## src/hw/rtl/tcw_pkg.sv

```systemverilog
package tcw_pkg;

	// item field widths
	localparam int OP_W      = 2;
	localparam int CHAR_W    = 8;
	localparam int COLOR_W   = 4;
	localparam int IDX_W     = 11;
	localparam int OUT_COL_W = 7;
	localparam int OUT_ROW_W = 5;
	localparam int OUT_LIN_W = 11;

	// operation codes
	localparam logic [OP_W-1:0] OP_PUT_CHAR = 2'd0;
	localparam logic [OP_W-1:0] OP_PUT_CELL = 2'd1;
	localparam logic [OP_W-1:0] OP_READ     = 2'd2;

	// control characters
	localparam logic [CHAR_W-1:0] CH_NUL = 8'h00;
	localparam logic [CHAR_W-1:0] CH_BS  = 8'h08;
	localparam logic [CHAR_W-1:0] CH_TAB = 8'h09;
	localparam logic [CHAR_W-1:0] CH_LF  = 8'h0a;
	localparam logic [CHAR_W-1:0] CH_CR  = 8'h0d;

	// register indexes
	localparam logic [0:0] REG_TEXT_FG = 1'b0;
	localparam logic [0:0] REG_TEXT_BG = 1'b1;

	typedef struct packed {
		logic [COLOR_W-1:0] bg;
		logic [COLOR_W-1:0] fg;
		logic [CHAR_W-1:0]  ch;
	} tcw_cell_t;

	localparam tcw_cell_t BLANK_CELL = '{bg: 4'h0, fg: 4'hf, ch: 8'h20};

	typedef enum logic [2:0] {
		ST_CLEAR,
		ST_IDLE,
		ST_EXEC,
		ST_RD_DIV,
		ST_RD_ADDR,
		ST_SCROLL,
		ST_DONE
	} tcw_state_t;

	typedef struct packed {
		logic load;
		logic exec;
		logic rd_div;
		logic rd_addr;
		logic sweep;
		logic out_load;
	} tcw_cmd_t;

	typedef struct packed {
		logic is_read;
		logic scroll;
		logic sweep_last_col;
		logic sweep_last_row;
		logic out_free;
	} tcw_sts_t;

endpackage

```

## src/hw/rtl/tcw_ctrl.sv

```systemverilog
module tcw_ctrl import tcw_pkg::*; (
	input  logic     clk,
	input  logic     arst_n,
	input  logic     in_valid,
	output logic     in_ready,
	input  tcw_sts_t sts,
	output tcw_cmd_t cmd
);

	tcw_state_t state_q;
	tcw_state_t state_d;

	always_ff @(posedge clk or negedge arst_n) begin
		if (!arst_n) begin
			state_q <= ST_CLEAR;
		end else begin
			state_q <= state_d;
		end
	end

	always_comb begin
		state_d = state_q;
		case (state_q)
			ST_CLEAR: begin
				if (sts.sweep_last_col && sts.sweep_last_row) begin
					state_d = ST_IDLE;
				end
			end
			ST_IDLE: begin
				if (in_valid) begin
					state_d = ST_EXEC;
				end
			end
			ST_EXEC: begin
				if (sts.is_read) begin
					state_d = ST_RD_DIV;
				end else if (sts.scroll) begin
					state_d = ST_SCROLL;
				end else if (sts.out_free) begin
					state_d = ST_IDLE;
				end else begin
					state_d = ST_DONE;
				end
			end
			ST_RD_DIV:  state_d = ST_RD_ADDR;
			ST_RD_ADDR: state_d = ST_DONE;
			ST_SCROLL: begin
				if (sts.sweep_last_col) begin
					state_d = ST_DONE;
				end
			end
			ST_DONE: begin
				if (sts.out_free) begin
					state_d = ST_IDLE;
				end
			end
			default: state_d = ST_CLEAR;
		endcase
	end

	always_comb begin
		in_ready     = 1'b0;
		cmd          = '0;
		case (state_q)
			ST_CLEAR:   cmd.sweep = 1'b1;
			ST_IDLE: begin
				in_ready = 1'b1;
				cmd.load = in_valid;
			end
			ST_EXEC: begin
				cmd.exec     = 1'b1;
				cmd.out_load = !sts.is_read && !sts.scroll && sts.out_free;
			end
			ST_RD_DIV:  cmd.rd_div = 1'b1;
			ST_RD_ADDR: cmd.rd_addr = 1'b1;
			ST_SCROLL:  cmd.sweep = 1'b1;
			ST_DONE:    cmd.out_load = sts.out_free;
			default:    cmd = '0;
		endcase
	end

endmodule

```

## config.mk

```make
export PLATFORM = sky130hd
export DESIGN_NAME = tcw_ctrl
export DESIGN_NICKNAME = d
export VERILOG_FILES = /design/src/hw/rtl/tcw_pkg.sv /design/src/hw/rtl/tcw_ctrl.sv
export SDC_FILE = /design/constraint.sdc
export NUM_CORES = 1
export LEC_CHECK = 0
export BUFFER_PORTS_ARGS = -buffer_cell sky130_fd_sc_hd__buf_4
export CAP_MARGIN = 10
export CORE_AREA = 2 2 39 41
export CTS_CLUSTER_SIZE = 14
export DETAILED_ROUTE_END_ITERATION = 16
export DIE_AREA = 0 0 41 43
export HOLD_SLACK_MARGIN = 0.03
export PLACE_DENSITY_LB_ADDON = 0.08
export SLEW_MARGIN = 20
export SYNTH_ARGS = -nofsm -noshare
export SYNTH_HDL_FRONTEND = slang
export SYNTH_SLANG_ARGS = --single-unit
```

## constraint.sdc

```tcl
create_clock -name clk -period 2.4 [get_ports clk]
set_clock_uncertainty 0.2 [all_clocks]
set_input_delay 0.12 -clock clk [delete_from_list [all_inputs] [get_ports clk]]
set_output_delay 0.12 -clock clk [all_outputs]
set_load 0.01 [all_outputs]
```

# Word level (Yosys, flattened, before mapping)
# Index checks and enable logic that the tools add are counted.
# W data, S select, Z words.
# op_classes
eq_ne	10
mux	15
reduce_logical	8
# ops
operator	n
$mux W3	7
$pmux W3 S7	1
$eq A3 B3 Y1 const B	3
$ne A2 B2 Y1 const B	4
$eq A3 B2 Y1 const B	2
$mux W1	6
$reduce_and A4 Y1	1
$eq A3 B1 Y1 const B	1
$logic_and A1 B1 Y1	3
$logic_not A3 Y1	1
$logic_not A1 Y1	2
$pmux W1 S2	1
$reduce_or A2 Y1	1
# word_totals
register_bits	3
in_bits	8
out_inout_bits	7
elab_cells	34

# Logic depth before layout (Yosys ltp)
# Gate-level depths: netlist of the first run.
# logic_depth
depth_word	4
mapped_depth	4
ltp_nobuf	3

# Worst setup path after synthesis of the first run
# Ideal clock, no wire load.
# synth_timing
path_type	reg-to-reg
from	reg state_q[0]
to	reg state_q[0]
setup_time_ns	0.125
arrival_time_ns	1.076
t_required_ns	2.075
setup_slack_ns	0.999
path_stages_with_launch	5
n_path_buf	1
period_less_slack_ns	1.401
cell_sequence	dfrtp_1 > buf_6 > nand3b_1 > o211a_1 > mux2_4
# synth_via
elab_chain_cells	3
word_cells_on_any_way	13
cone_classes	eq/ne: 10; mux: 1; reduce/logical: 2
# synth_rtl
item	line	rtl
from (decl)	tcw_ctrl.sv:10	tcw_state_t state_q;
from (signal assigned)	tcw_ctrl.sv:17	state_q <= state_d;
$eq A3 B3 Y1, or another cell as far along	tcw_ctrl.sv:23	case (state_q)
$ne A2 B2 Y1 (no source line)	-	
$reduce_and A4 Y1 (no source line)	-	
# Several ways; a longest one is shown, not always the timed one.
# A chain may end at the register's enable or synchronous reset.

==> metrics.md, run 1 <==
| Metric | Value |
|---|---|
| Number of clock sinks | `3` |
| Max-cap violations | `0` |
| Register bit total from synthesis | `3` |
| CTS Hold Buffers Added | `3` |
| CTS tree | `built` |
| Max Slew Vio Count | `0` |
| Int Power | `~0.32 mW` |
| Post-synth top area cell | `dfrtp_1` |
| First-pass iteration count of the detailed router | `2` |
| H-Tree Depth | `1` |
| Grt total ovfl | `0` |
| Antenna-violating nets left | `0` |
| Slew Limit Headroom | `0.781` |
| Place WS | `about 0.8 ns` |
| Sw Ratio | `0.418` |
| Setup TNS | `0 ns` |
| CP Max Fanout | `12` |
| Seq/Total Area, Yosys | `0.258` |
| Vias in the first global route | `about 290` |
| Nets@finish | `64` |
| Net count after synthesis | `44` |
| Share of layout cells above drive strength 1 | `0.382` |
| Max Root-Sink Buffers | `2` |
| Period minus WS final | `~1.7 ns` |
| Initial Utilization | `0.211` |
| Status | `completed` |
| Post-CTS sizing | `0` |
| Final period utilization | `0.695` |
| Filler instances | `157` |
| Cell Area, Synth | `slightly below 300 um^2` |
| Drt wl/cell | `~11 um` |
| Placed Cells | `between 60 and 70` |
| Synthesized instance count | `36` |
| Reg2Reg Launch Point | `state_q[2]` |
| Gpl congestion | `roughly 0.75` |
| Die Wd | `between 40 and 50 um` |
| Die Span Y | `about 43 um` |
| Final setup margin | `0.731 ns` |
| Setup Fix Bufs, Post-CTS | `0` |
| Largest net degree at the start of global routing | `13` |
| Fin cells | `71` |
| Root Driver | `clkbuf_4` |
| Via/cell ratio | `between 4 and 5` |
| Yosys cell types | `23` |
| Setup crit start | `state_q[0]` |
| Top cells by count, synth | `nand2_1, nor2_1, dfrtp_1` |
| ANT cells | `0` |
| Worst-Skew Late Latency | `0.24 ns` |
| Rows | `14` |
| Setup violators final | `0` |
| DP Wirelength | `~560 um` |
| Hold slack | `0.0396 ns` |
| Hold Crit Start | `sts[0]` |
| Critical Path End Type | `output port` |
| First-pass GRT wire length | `1.14 mm` |
| Top flop regs | `state_q x3` |
| Worst vdd ir | `0.000342 V` |
| Multi-input logic area | `~190 um^2` |
| Design Area, Final | `about 450 um^2` |
| Tightest Hold Check Type | `in2reg` |
| TritonCTS Buffers | `3` |
| Worst-path clk slew | `about 0.040 ns` |
| Die area | `0.00176 mm^2` |
| I/O pins | `15` |
| RSZ-0062 raised after global routing | `false` |
| Leakage | `between 0.2 and 0.25 nW` |
| DP Area | `~390 um^2` |
| Number of port buffers | `14` |
| Via count | `320` |
| P_sw | `0.227 mW` |
| FF+latch area | `~75 um^2` |
| Yosys warnings | `0` |
| Worst EP required | `2.08 ns` |
| Final Core Density | `0.325` |
| Global Route Usage Sum | `0.102` |
| Avg Inst Size Synth | `between 8 and 9 um^2` |
| Pwr Total | `roughly 0.54 mW` |
| Initial antenna violation count | `0` |
| Crit Path Class | `reg2out` |
| Synth top area cells | `dfrtp_1, buf_6, mux2_4` |
| Post-synth top area share | `0.258` |
| Post-synth EDFFs | `0` |
| Largest register by flop count | `state_q` |
| Fmax | `599 MHz` |
| Core area | `roughly 0.0014 mm^2` |
| Clk pwr share | `0.170` |
| Main synth FF type | `dfrtp_1` |
| DRC Markers | `0` |
| Cell Pwr Density | `~1200 mW/mm^2` |
| Area delta synth->final | `54.5%` |
| Critical path arrival | `between 1 and 1.5 ns` |
| Startpoint Class | `flop` |
| Flop pwr share | `0.251` |
| Synth async-reset ratio | `1.00` |
| Hold Fails Final Rpt | `0` |
| Max FFs per register | `3` |
| Iteration-0 DRC Markers | `2` |
| Total Wirelength | `about 750 um` |
| Comb power frac | `0.579` |
| Worst slew pin tran | `approximately 0.33 ns` |
cell type report:
class,instances,share of cell area
clock buffer,4,0.0583
inverter,2,0.0167
multi-input combinational,29,0.414
sequential,3,0.167
tap,16,0.0444
timing repair buffer,17,0.300
logic make-up after synthesis:
logic type	count (synthesis)	share of synthesized area
buffers and inverters	4	0.103
muxes	1	0.0515
and+or+nand+nor	18	0.339
xor gates and xnor gates	1	0.0300
DFF	3	0.258
AOI/OAI and AO/OA	9	0.219
worst max-delay path, stage by stage (launching register included):
cell and delay (ns):
dfrtp_1 0.52, and2b_2 0.27, and3_1 0.18, buf_4 0.14
cell usage in the layout, fill, tap and decap left out, types with 2 or more instances in the layout:
master         synthesis  routed
and3_1                 2       2
dfrtp_1                3       3
buf_4                  0      14
dlygate4sd3_1          0       3
nor3_1                 2       2
clkbuf_4               0       3
nand2_1                4       4
a31oi_1                2       2
nor2_1                 4       4
inv_1                  2       2
power by group through the flow:
stage,combinational (mW),sequential (mW),clock [mW]
3_3_place_gp,0.315,0.135,0
2_1_floorplan,0.268,0.0963,0
4_1_cts,0.319,0.136,0.0949
5_1_grt,0.343,0.144,0.106
3_5_place_dp,0.314,0.136,0
6_report,0.315,0.137,0.0925
layer usage:
metal,vias to the layer above,routed length [um],global-route usage
li1,161,-,-
met1,144,308,0.123
met2,11,377,0.122
met3,4,34,0.0314
met4,0,27,0.120
met5,-,0,0
final timing paths:
path	to	slack [ns]	cells past startpoint
worst min-delay path	state_q[2]	0.04	4
max in group asynchronous	state_q[2]	1.29	3
worst max register to register	state_q[0]	0.80	3
worst min register to register	state_q[2]	0.48	3
min in group asynchronous	state_q[0]	0.56	3
worst max-delay path	cmd[0]	0.73	3
Note: power is estimated with default switching activity, not from simulation.
==> inputs of run 2 (changes only) <==
Clock period 2.4 ns to 1.7 ns, I/O delays scaled along.
==> metrics.md, run 2 (synthesized netlist as in run 1, its figures left out) <==
| Metric | Value |
|---|---|
| Worst slew pin tran | `a little under 0.2 ns` |
| H-Tree Depth | `1` |
| CP Max Fanout | `8` |
| Leakage | `around 0.25 nW` |
| Hold Fails Final Rpt | `0` |
| Die Span Y | `43 um` |
| Cell mode on critical path | `buf_4` |
| Fmax | `roughly 620 MHz` |
| DP Wirelength | `slightly below 600 um` |
| Max Slew Vio Count | `0` |
| Via/cell ratio | `between 4 and 5` |
| Clk pwr share | `0.156` |
| Core area | `around 0.0014 mm^2` |
| Multi-input logic area | `186 um^2` |
| Share of layout cells above drive strength 1 | `0.407` |
| CP Cell Sequence | `buf_4 > and2b_2 > and3_1 > buf_4` |
| Worst vdd ir | `roughly 0.00045 V` |
| FF+latch area | `between 70 and 80 um^2` |
| Sw Ratio | `0.402` |
| Die Wd | `41 um` |
| Gpl congestion | `between 0.7 and 0.8` |
| Worst-path clk slew | `about 0.04 ns` |
| Tightest Hold Check Type | `in2reg` |
| RSZ-0062 raised after global routing | `false` |
| Cell Pwr Density | `1660 mW/mm^2` |
| Root Driver | `clkbuf_4` |
| Reg2reg path depth | `4` |
| CP max stage cell | `dfrtp_2` |
| Global Route Usage Sum | `0.113` |
| Worst EP required | `1.41 ns` |
| Hold Crit Endpoint | `state_q[1]` |
| Flop pwr share | `0.203` |
| Grt total ovfl | `0` |
| Worst R2R Setup Slack | `between 0.15 and 0.2 ns` |
| Initial Utilization | `0.211` |
| Largest register by flop count | `state_q` |
| RR Endpoint | `state_q[0]` |
| Number of clock sinks | `3` |
| Crit Path Class | `reg2out` |
| Critical path arrival | `between 1 and 1.5 ns` |
| Slowest stage delay, CP | `around 0.42 ns` |
| Number of port buffers | `14` |
| Max-cap violations | `0` |
| Area delta synth->final | `67.0%` |
| Die area | `between 0.0015 and 0.002 mm^2` |
| Startpoint Class | `flop` |
| Max FFs per register | `3` |
| Hold Crit Start | `sts[1]` |
| First-pass GRT wire length | `~1.2 mm` |
| Nets@finish | `68` |
| Initial antenna violation count | `0` |
| Hold path depth | `4` |
| Rows | `14` |
| Setup Fix Bufs, Post-CTS | `0` |
| Family with the most delay on the worst path | `flip-flops` |
| P_sw | `about 0.32 mW` |
| First-pass iteration count of the detailed router | `3` |
| Drt wl/cell | `a little over 10 um` |
| Largest net degree at the start of global routing | `10` |
| Setup violators final | `0` |
| Total Wirelength | `about 770 um` |
| Top flop regs | `state_q x3` |
| Filler instances | `around 160` |
| Antenna-violating nets left | `0` |
| Critical Path End Type | `output port` |
| TritonCTS Buffers | `3` |
| Slew Limit Headroom | `0.870` |
| Status | `completed` |
| Commonest non-fill, non-tap cell in the layout | `buf_4` |
| Int Power | `0.482 mW` |
| CTS tree | `built` |
| Setup TNS | `0 ns` |
| Comb power frac | `0.641` |
| Vias in the first global route | `between 300 and 400` |
| Worst-Skew Late Latency | `0.23 ns` |
| Buf/Inv on CP | `2` |
| Final period utilization | `0.950` |
| Iteration-0 DRC Markers | `2` |
| ANT cells | `0` |
| Fin cells | `75` |
| Max Root-Sink Buffers | `2` |
| Reg2Reg Launch Point | `state_q[2]` |
| Most frequent cells in the layout | `buf_4, dlygate4sd3_1, nor2_1, nand2_1, clkbuf_4` |
| I/O pins | `15` |
| Period minus WS final | `~1.6 ns` |
| Via count | `around 330` |
| Placed Cells | `66` |
| DRC Markers | `0` |
## run 2: changes by cell type in the layout (fill, tap and decap cells not counted), sizes merged
| cell | change |
|---|---|
| buf | +2 |
| dlygate4sd3 | +2 |
## run 2: power by group through the flow
stage	Sequential [mW]	Clock [mW]	Combinational (mW)
global route	0.174	0.141	0.572
detailed placement	0.163	0	0.512
CTS	0.163	0.132	0.523
finish	0.164	0.126	0.517
floorplan	0.136	0	0.378
global placement	0.162	0	0.515
## run 2: layout make-up
cell class,instances,area share
clock buffers,4,0.0540
multi-input cells,29,0.383
flip-flops and latches,3,0.157
repair buffers,21,0.350
inverters,2,0.0154
well taps,16,0.0411
## run 2: worst min-delay path, cell delays in order
cell and delay (ns):
buf_4 0.11, nand3b_1 0.07, o211a_1 0.18, a31oi_1 0.05
## run 2: what timing repair did
action | 4_1_cts | 5_1_grt
gates resized for setup | 0 | 1
hold buffers | 5 | 0
setup endpoints to repair | 0 | 1
hold endpoints to repair | 5 | 0
## run 2: per-layer routing
metal / wire, um / global-route usage / share of wire / vias to the layer above
met5: 0 / 0 / 0 / -
met1: 298 / 0.113 / 0.39 / 149
li1: - / - / - / 169
met3: 32 / 0.0157 / 0.042 / 4
met4: 51 / 0.140 / 0.066 / 0
met2: 386 / 0.166 / 0.50 / 11
## run 2: metrics by stage
step	setup slack, ns	power (mW)	hold slack [ns]	utilization	cell area, um^2
after floorplan	0.299	0.514	-0.411	-	292
after global placement	0.202	0.677	-0.323	0.296	409
after detailed placement	0.164	0.675	-0.325	0.296	409
after CTS	0.00757	0.819	0.0994	0.351	485
after global routing	0.0132	0.888	0.126	0.352	487
final	0.0852	0.806	0.101	0.352	487
## run 2: worst max-delay path by stage
| stage | depth (start not counted) | startpoint | slack (ns) | end |
|---|---|---|---|---|
| final | 4 | state_q[0] | 0.09 | cmd[0] |
| after global routing | 4 | state_q[0] | 0.01 | cmd[0] |
| after CTS | 4 | state_q[0] | 0.008 | cmd[0] |
| after detailed placement | 4 | state_q[2] | 0.16 | state_q[0] |
| after global placement | 4 | state_q[2] | 0.20 | state_q[0] |
| after floorplan | 4 | state_q[0] | 0.30 | state_q[0] |
